===== src/rtl/bmr_pkg.sv =====
// shared types, format codes and sample helpers for the band mean block
package bmr_pkg;

	// sample format codes
	localparam logic [2:0] FMT_S8  = 3'd0;
	localparam logic [2:0] FMT_U8  = 3'd1;
	localparam logic [2:0] FMT_S16 = 3'd2;
	localparam logic [2:0] FMT_U16 = 3'd3;
	localparam logic [2:0] FMT_S32 = 3'd4;
	localparam logic [2:0] FMT_U32 = 3'd5;

	// register indexes
	localparam logic REG_BAND_COUNT    = 1'b0;
	localparam logic REG_SAMPLE_FORMAT = 1'b1;

	// reset values
	localparam logic [4:0] BAND_COUNT_RST    = 5'd1;
	localparam logic [2:0] SAMPLE_FORMAT_RST = FMT_U8;

	localparam int MAX_BANDS_DEF = 16;

	// sign-extended sample width
	localparam int SMP_W = 33;

	typedef enum logic [2:0] {
		S_IDLE,
		S_RND,
		S_MAG,
		S_DIV,
		S_DONE
	} state_t;

	typedef struct packed {
		logic acc_add;
		logic close;
		logic rnd;
		logic mag;
		logic div_step;
		logic out_load;
	} cmd_t;

	typedef struct packed {
		logic n_one;
	} status_t;

	// codes six and seven behave as u32
	function automatic logic [2:0] fmt_norm(input logic [2:0] code);
		logic [2:0] f;
		f = (code > FMT_U32) ? FMT_U32 : code;
		return f;
	endfunction

	function automatic logic fmt_signed(input logic [2:0] f);
		logic s;
		s = ~f[0];
		return s;
	endfunction

	function automatic logic signed [SMP_W-1:0] fmt_extend(input logic [31:0] raw,
		input logic [2:0] f);
		logic signed [SMP_W-1:0] v;
		unique case (f)
			FMT_S8:  v = {{25{raw[7]}}, raw[7:0]};
			FMT_U8:  v = {25'd0, raw[7:0]};
			FMT_S16: v = {{17{raw[15]}}, raw[15:0]};
			FMT_U16: v = {17'd0, raw[15:0]};
			FMT_S32: v = {raw[31], raw};
			default: v = {1'b0, raw};
		endcase
		return v;
	endfunction

	function automatic logic [31:0] fmt_mask(input logic [31:0] val, input logic [2:0] f);
		logic [31:0] m;
		unique case (f)
			FMT_S8, FMT_U8:   m = {24'd0, val[7:0]};
			FMT_S16, FMT_U16: m = {16'd0, val[15:0]};
			default:          m = val;
		endcase
		return m;
	endfunction

endpackage


===== src/rtl/bmr_ctrl.sv =====
// controller: band counting, handshakes and divide sequencing
module bmr_ctrl #(
	parameter int MAX_BANDS = bmr_pkg::MAX_BANDS_DEF
) (
	input  logic                              clk,
	input  logic                              arst_n,
	input  logic [$clog2(MAX_BANDS+1)-1:0]    n_eff,
	input  logic                              sample_valid,
	output logic                              sample_ready,
	output logic                              mean_valid,
	input  logic                              mean_ready,
	input  bmr_pkg::status_t                  status,
	output bmr_pkg::cmd_t                     cmd
);

	localparam int IW     = $clog2(MAX_BANDS);
	localparam int SUM_W  = bmr_pkg::SMP_W + IW;
	localparam int CNTW   = $clog2(SUM_W);

	bmr_pkg::state_t state_q, state_d;
	logic [IW-1:0]   band_idx_q;
	logic [CNTW-1:0] cnt_q;
	logic            out_valid_q;
	logic            closing;
	logic            accept;
	logic            out_free;
	logic            last_step;

	// pixel ends once taken samples reach the current count
	assign closing = ((IW+1)'(band_idx_q) + (IW+1)'(1)) >= (IW+1)'(n_eff);
	assign sample_ready = ~closing | (state_q == bmr_pkg::S_IDLE);
	assign accept = sample_valid & sample_ready;
	assign out_free = ~out_valid_q | mean_ready;
	assign last_step = (cnt_q == CNTW'(SUM_W - 1));
	assign mean_valid = out_valid_q;

	always_comb begin
		state_d = state_q;
		unique case (state_q)
			bmr_pkg::S_IDLE: begin
				if (accept && closing) begin
					state_d = bmr_pkg::S_RND;
				end
			end
			bmr_pkg::S_RND: begin
				state_d = bmr_pkg::S_MAG;
			end
			bmr_pkg::S_MAG: begin
				state_d = status.n_one ? bmr_pkg::S_DONE : bmr_pkg::S_DIV;
			end
			bmr_pkg::S_DIV: begin
				if (last_step) begin
					state_d = bmr_pkg::S_DONE;
				end
			end
			bmr_pkg::S_DONE: begin
				if (out_free) begin
					state_d = bmr_pkg::S_IDLE;
				end
			end
			default: begin
				state_d = bmr_pkg::S_IDLE;
			end
		endcase
	end

	always_comb begin
		cmd.acc_add  = accept;
		cmd.close    = accept & closing;
		cmd.rnd      = (state_q == bmr_pkg::S_RND);
		cmd.mag      = (state_q == bmr_pkg::S_MAG);
		cmd.div_step = (state_q == bmr_pkg::S_DIV);
		cmd.out_load = (state_q == bmr_pkg::S_DONE) & out_free;
	end

	always_ff @(posedge clk or negedge arst_n) begin
		if (!arst_n) begin
			state_q     <= bmr_pkg::S_IDLE;
			band_idx_q  <= '0;
			cnt_q       <= '0;
			out_valid_q <= 1'b0;
		end else begin
			state_q <= state_d;
			if (accept) begin
				band_idx_q <= closing ? '0 : band_idx_q + IW'(1);
			end
			if (state_q == bmr_pkg::S_DIV) begin
				cnt_q <= cnt_q + CNTW'(1);
			end else begin
				cnt_q <= '0;
			end
			if (cmd.out_load) begin
				out_valid_q <= 1'b1;
			end else if (mean_ready) begin
				out_valid_q <= 1'b0;
			end
		end
	end

endmodule


===== src/rtl/bmr_dp.sv =====
// datapath: accumulator, rounding, restoring divider and output register
module bmr_dp #(
	parameter int MAX_BANDS = bmr_pkg::MAX_BANDS_DEF
) (
	input  logic                              clk,
	input  logic                              arst_n,
	input  logic [$clog2(MAX_BANDS+1)-1:0]    n_eff,
	input  logic [2:0]                        fmt,
	input  logic [31:0]                       sample,
	input  logic                              line_end,
	input  bmr_pkg::cmd_t                     cmd,
	output bmr_pkg::status_t                  status,
	output logic [31:0]                       mean,
	output logic                              line_last
);

	localparam int NB    = $clog2(MAX_BANDS + 1);
	localparam int IW    = $clog2(MAX_BANDS);
	localparam int SUM_W = bmr_pkg::SMP_W + IW;

	logic signed [SUM_W-1:0] acc_q;
	logic                    end_seen_q;
	logic signed [SUM_W-1:0] cls_sum_q;
	logic [2:0]              cls_fmt_q;
	logic [NB-1:0]           cls_n_q;
	logic                    cls_last_q;
	logic signed [SUM_W:0]   tval_q;
	logic                    neg_q;
	logic [SUM_W-1:0]        quo_q;
	logic [NB-1:0]           rem_q;
	logic [31:0]             mean_q;
	logic                    line_last_q;

	logic signed [SUM_W-1:0] new_sum;
	logic signed [SUM_W:0]   sum_x;
	logic [SUM_W:0]          half_x;
	logic                    sum_pos;
	logic signed [SUM_W:0]   tval;
	logic [SUM_W:0]          mag;
	logic [NB:0]             trial;
	logic                    ge;
	logic [31:0]             q_low;

	assign new_sum = acc_q + SUM_W'(bmr_pkg::fmt_extend(sample, fmt));

	// half-way cases away from zero for signed formats
	assign sum_x   = {cls_sum_q[SUM_W-1], cls_sum_q};
	assign half_x  = (SUM_W+1)'(cls_n_q >> 1);
	assign sum_pos = ~cls_sum_q[SUM_W-1] & (cls_sum_q != '0);
	assign tval    = (bmr_pkg::fmt_signed(cls_fmt_q) && !sum_pos) ?
		sum_x - $signed(half_x) : sum_x + $signed(half_x);

	assign mag = tval_q[SUM_W] ? (~tval_q + (SUM_W+1)'(1)) : tval_q;

	assign trial = {rem_q, quo_q[SUM_W-1]};
	assign ge    = trial >= {1'b0, cls_n_q};

	// quotient truncates toward zero
	assign q_low = neg_q ? (~quo_q[31:0] + 32'd1) : quo_q[31:0];

	assign status.n_one = (cls_n_q == NB'(1));
	assign mean         = mean_q;
	assign line_last    = line_last_q;

	always_ff @(posedge clk or negedge arst_n) begin
		if (!arst_n) begin
			acc_q      <= '0;
			end_seen_q <= 1'b0;
		end else if (cmd.acc_add) begin
			if (cmd.close) begin
				acc_q      <= '0;
				end_seen_q <= 1'b0;
			end else begin
				acc_q      <= new_sum;
				end_seen_q <= end_seen_q | line_end;
			end
		end
	end

	always_ff @(posedge clk) begin
		if (cmd.close) begin
			cls_sum_q  <= new_sum;
			cls_fmt_q  <= fmt;
			cls_n_q    <= n_eff;
			cls_last_q <= end_seen_q | line_end;
		end
		if (cmd.rnd) begin
			tval_q <= tval;
		end
		if (cmd.mag) begin
			neg_q <= tval_q[SUM_W];
			quo_q <= mag[SUM_W-1:0];
			rem_q <= '0;
		end else if (cmd.div_step) begin
			rem_q <= ge ? NB'(trial - {1'b0, cls_n_q}) : trial[NB-1:0];
			quo_q <= {quo_q[SUM_W-2:0], ge};
		end
		if (cmd.out_load) begin
			mean_q      <= bmr_pkg::fmt_mask(q_low, cls_fmt_q);
			line_last_q <= cls_last_q;
		end
	end

endmodule


===== src/rtl/band_mean_rounded.sv =====
// band mean with rounding: top level, register port and module wiring
// samples that do not close a pixel are taken one per cycle
// the closing sample of a pixel goes through the rounding, magnitude and bit-serial
// divide states, the divide skipped with one band, before its mean is registered
// one pixel result is in flight at a time: the next closing sample waits for the divider
// asynchronous active-low reset clears the accumulator, band counter and controller
module band_mean_rounded #(
	parameter int MAX_BANDS = bmr_pkg::MAX_BANDS_DEF
) (
	input  logic        clk,
	input  logic        arst_n,
	// configuration port
	input  logic        psel,
	input  logic        penable,
	input  logic        pwrite,
	input  logic [2:0]  paddr,
	input  logic [31:0] pwdata,
	output logic [31:0] prdata,
	output logic        pready,
	// sample channel
	input  logic        sample_valid,
	output logic        sample_ready,
	input  logic [31:0] sample,
	input  logic        line_end,
	// mean channel
	output logic        mean_valid,
	input  logic        mean_ready,
	output logic [31:0] mean,
	output logic        line_last
);

	localparam int NB = $clog2(MAX_BANDS + 1);
	localparam int CW = (NB > 5) ? NB : 5;

	logic [4:0]        band_count_q;
	logic [2:0]        sample_format_q;
	logic              cfg_wr;
	logic [NB-1:0]     n_eff;
	logic [2:0]        fmt;
	bmr_pkg::cmd_t     cmd;
	bmr_pkg::status_t  status;

	// register write completes in the access phase
	assign pready = 1'b1;
	assign cfg_wr = psel & penable & pwrite;

	always_ff @(posedge clk or negedge arst_n) begin
		if (!arst_n) begin
			band_count_q    <= bmr_pkg::BAND_COUNT_RST;
			sample_format_q <= bmr_pkg::SAMPLE_FORMAT_RST;
		end else if (cfg_wr) begin
			unique case (paddr[2])
				bmr_pkg::REG_BAND_COUNT:    band_count_q    <= pwdata[4:0];
				bmr_pkg::REG_SAMPLE_FORMAT: sample_format_q <= pwdata[2:0];
				default: ;
			endcase
		end
	end

	always_comb begin
		unique case (paddr[2])
			bmr_pkg::REG_BAND_COUNT:    prdata = {27'd0, band_count_q};
			bmr_pkg::REG_SAMPLE_FORMAT: prdata = {29'd0, sample_format_q};
			default:                    prdata = '0;
		endcase
	end

	// zero bands acts as one, counts above the maximum saturate
	always_comb begin
		if (band_count_q == 5'd0) begin
			n_eff = NB'(1);
		end else if (CW'(band_count_q) > CW'(MAX_BANDS)) begin
			n_eff = NB'(MAX_BANDS);
		end else begin
			n_eff = NB'(band_count_q);
		end
	end

	// unknown format codes act as u32
	assign fmt = bmr_pkg::fmt_norm(sample_format_q);

	bmr_ctrl #(
		.MAX_BANDS(MAX_BANDS)
	) u_ctrl (
		.clk         (clk),
		.arst_n      (arst_n),
		.n_eff       (n_eff),
		.sample_valid(sample_valid),
		.sample_ready(sample_ready),
		.mean_valid  (mean_valid),
		.mean_ready  (mean_ready),
		.status      (status),
		.cmd         (cmd)
	);

	bmr_dp #(
		.MAX_BANDS(MAX_BANDS)
	) u_dp (
		.clk      (clk),
		.arst_n   (arst_n),
		.n_eff    (n_eff),
		.fmt      (fmt),
		.sample   (sample),
		.line_end (line_end),
		.cmd      (cmd),
		.status   (status),
		.mean     (mean),
		.line_last(line_last)
	);

endmodule


===== config.mk =====
export PLATFORM = sky130hd
export DESIGN_NAME = band_mean_rounded
export DESIGN_NICKNAME = d
export VERILOG_FILES = /design/src/rtl/bmr_pkg.sv /design/src/rtl/bmr_ctrl.sv /design/src/rtl/bmr_dp.sv /design/src/rtl/band_mean_rounded.sv
export SDC_FILE = /design/constraint.sdc
export NUM_CORES = 1
export LEC_CHECK = 0
export BUFFER_PORTS_ARGS = -buffer_cell sky130_fd_sc_hd__buf_2
export CAP_MARGIN = 15
export CORE_UTILIZATION = 25
export CTS_CLUSTER_SIZE = 16
export DETAILED_ROUTE_END_ITERATION = 16
export REMOVE_ABC_BUFFERS = 1
export SLEW_MARGIN = 0
export SYNTH_ARGS = -nofsm -noshare
export SYNTH_HDL_FRONTEND = slang
export SYNTH_SLANG_ARGS = --single-unit

===== constraint.sdc =====
create_clock -name clk -period 6.4 [get_ports clk]
set_input_delay 0.96 -clock clk [delete_from_list [all_inputs] [get_ports clk]]
set_output_delay 0.96 -clock clk [all_outputs]
set_load 0.03 [all_outputs]

==> results.ini <==
[route]
vias = 10070
antenna_left = 0
drc = 0
firstDrtPassIters = 5
drt_first_iter_violations = 430
wl_per_cell_um = 14.15
totalWireLength_um = 31360
vias_per_cell = 4.541

[layout]
area_delta_synth_final_pct = 14.87
drive_above_1_share_pct = 11.91
multi_input_area_um2 = 7231
final_area_um2 = 15980
post-route-util_pct = 29.06
n_antenna_cell = 0
final_net_count = 1617
fillers = 5706
seqCellArea_um2 = 6259

[setup_path]
cp_common_cell = nor3_1
worst_path_max_delay_cell = nor4_1
endpoint_kind = flip-flop
critPathMaxStageDelay_ps = 560
cp_max_fo = 8
arrival_ps = 5610
critPathRequiredTime_ps = 6790
startpoint_type = flip-flop
crit_chain = nor4_1 > nand4_1 > nor3_1 > o21ai_1 > nor2b_1 > xnor2_1 > ha_1 > a21oi_1 > o22ai_1 > o31ai_2 > nor3_1 > nor4b_2 > o41ai_1 > a221o_1 > or4b_1 > nand3_1
path_class = flip-flop to flip-flop

[synthesis]
synth-edff-count = 155
avgSynthCellArea_um2 = 10.12
yosysSeqAreaShare_pct = 45.00
synth_cells = 1374
ys_types = 69
async_reset_ff_share_pct = 27.27
yosysWarnings = 0
synth.cell_area_um2 = 13910
synth-main-ff-cell = edfxtp_1
ys_ff_latch = 220

[hold_path]
min_path_type = flip-flop to flip-flop

[timing]
fin_crit_ps = 5217
fin_skew_ps = 19.25
finalCritPeriodShare_pct = 81.52
tightestPinTransition_ps = 1111
maxSlewHeadroom_pct = 25.93
tns_ps = 0
drv_slew = 0
rsz0062_at_grt = no
max_freq_mhz = 191.7
hold_violations = 0
setup_viol = 0

[pwr]
leakage_nw = 6.497
ir_drop_mv = 0.2090
p_per_area_nw_per_um2 = 491.0
fin_total_pwr_mw = 7.844

[cts]
cts_tree = built
cts_buffers = 26
worstSkewPairLatency_ps = 530
cts.repair.resized = 0
clk_pin_slew_ps = 60
root_buffer = clkbuf_16
cts_hold_buf = 0
cts_setup_buffers = 0
cts_buffer_depth = 3
clock_sinks = 220
h-tree-depth = 1

[job]
maxCapViolations = 0

[status]
status = complete, no violations

[die]
rows = 86
die_area_um2 = 56580
initial_core_util_pct = 25.29
num_io_pins = 143
die_x_um = 237.9
core_um2 = 54990
die_h_um = 237.9

[grt]
grt_pass1_wl_um = 51670
grt_max_degree = 76
antenna_found_initial = 0
grt.overflow.total = 0
grt_use_total_pct = 11.02
grt_pass1_vias = 9925

[placed_design]
placed_area_um2 = 15080
place.gp.congestion = 0.8857
dp_hpwl_um = 24340
portBuffers = 85

## final timing paths
path | startpoint | to | slack, ps | cells past startpoint
max | u_dp.cls_sum_q[3] | u_dp.tval_q[34] | 1180 | 16
min | u_dp.cls_last_q | u_dp.line_last | 440 | 0
max reg2reg | u_dp.cls_sum_q[3] | u_dp.tval_q[34] | 1180 | 16
min reg2reg | u_dp.cls_last_q | u_dp.line_last | 440 | 0
max in group asynchronous | arst_n | u_dp.acc_q[23] | 5260 | 2
min in group asynchronous | arst_n | u_ctrl.cnt_q[3] | 600 | 2
## cell type report
cell class	instances	area share [%]
Tap cell	748	5.858
Clock buffer	31	4.511
Inverter	42	0.9868
Timing Repair Buffer	94	3.086
Sequential cell	220	39.17
Multi-Input combinational cell	1065	45.26
Clock inverter	17	1.128
## power by group
part / total [mW] / switching [mW] / internal [mW]
clock: 1.50 / 0.605 / 0.899
combinational: 3.56 / 2.10 / 1.45
sequential: 2.78 / 0.436 / 2.35
## synthesized netlist by cell type (7+ instances only)
cell type  instances  share of area (%)
edfxtp_1         155                 33
nand2_1          113                3.0
a21oi_1          110                4.0
nor2_1           108                2.9
ha_1              90                8.1
xnor2_1           75                4.7
xor2_1            65                4.1
dfrtp_1           58                 10
o21ai_0           57                2.1
a21o_1            46                2.5
clkbuf_1          44                1.2
inv_1             42                1.1
a22o_1            37                2.3
buf_4             28                1.5
nand2b_1          25                1.1
nand3_1           25               0.90
and2_1            21               0.94
o31ai_1           19                1.0
o21ai_1           17               0.61
nor3_1            16               0.58
o21a_1            16               0.86
or3_1             16               0.72
nor2b_1           15               0.67
nor4_1            15               0.67
nand4_1           14               0.63
and3_1            11               0.49
mux2_2            11               0.89
o41ai_1           11               0.69
a211oi_1           9               0.49
o211ai_1           8               0.43
o21bai_1           8               0.43
or4_1              8               0.43
a31oi_1            7               0.31
nor3b_1            7               0.38
## kinds of logic after synthesis
| group | share of synthesized area (%) |
|---|---|
| mux | 1.179 |
| xor+xnor | 8.816 |
| other cells | 0.05400 |
| buf+inv | 3.859 |
| flops | 45.00 |
| simple gates | 15.06 |
| compound gates | 17.51 |
| fa+ha+maj | 8.528 |
## registers in the layout (all words and copies together) (netlist names), 5 cells and up
signal and count:
band_count_q 5, u_ctrl.cnt_q 6, u_dp.acc_q 37, u_dp.cls_n_q 5
u_dp.cls_sum_q 37, u_dp.mean 32, u_dp.quo_q 37, u_dp.rem_q 5
u_dp.tval_q 38
## per-layer routing
layer | part of all wire (%) | track usage [%] | vias up
met3 | 4.4 | 1.712 | 37
met5 | 0 | 0 | -
met1 | 47 | 14.54 | 4700
met4 | 1.7 | 2.698 | 0
met2 | 47 | 18.78 | 178
li1 | - | - | 5153
## worst max-delay path, delay by kind of cell, from the launching register on
kind            cells  cell delay (ps)
flops               1              390
simple gates        8             2370
fa+ha+maj           1              370
compound gates      6             1580
xor+xnor            1              370
## placed cells by master, fill, tap and decap left out, types with 17 or more instances in the layout
| cell type | instances |
|---|---|
| nand2b_1 | 25 |
| inv_1 | 42 |
| o21ai_0 | 57 |
| o21ai_1 | 17 |
| a21oi_1 | 110 |
| dfrtp_1 | 58 |
| o31ai_1 | 19 |
| a21o_1 | 46 |
| edfxtp_1 | 155 |
| nor2_1 | 106 |
| conb_1 | 28 |
| xor2_1 | 65 |
| a22o_1 | 37 |
| ha_1 | 90 |
| xnor2_1 | 75 |
| clkbuf_16 | 27 |
| buf_2 | 85 |
| nand3_1 | 25 |
| and2_1 | 21 |
| nand2_1 | 112 |
## through the flow
step	hold slack (ps)	instances	setup WS, ps
2_1_floorplan	400.3	1327	2282
3_3_place_gp	408.6	2169	1048
3_5_place_dp	424.8	2169	1087
4_1_cts	440.1	2217	1056
5_1_grt	446.0	2217	768.6
6_report	435.2	2217	1183
Power figures use the tool's default switching activity.
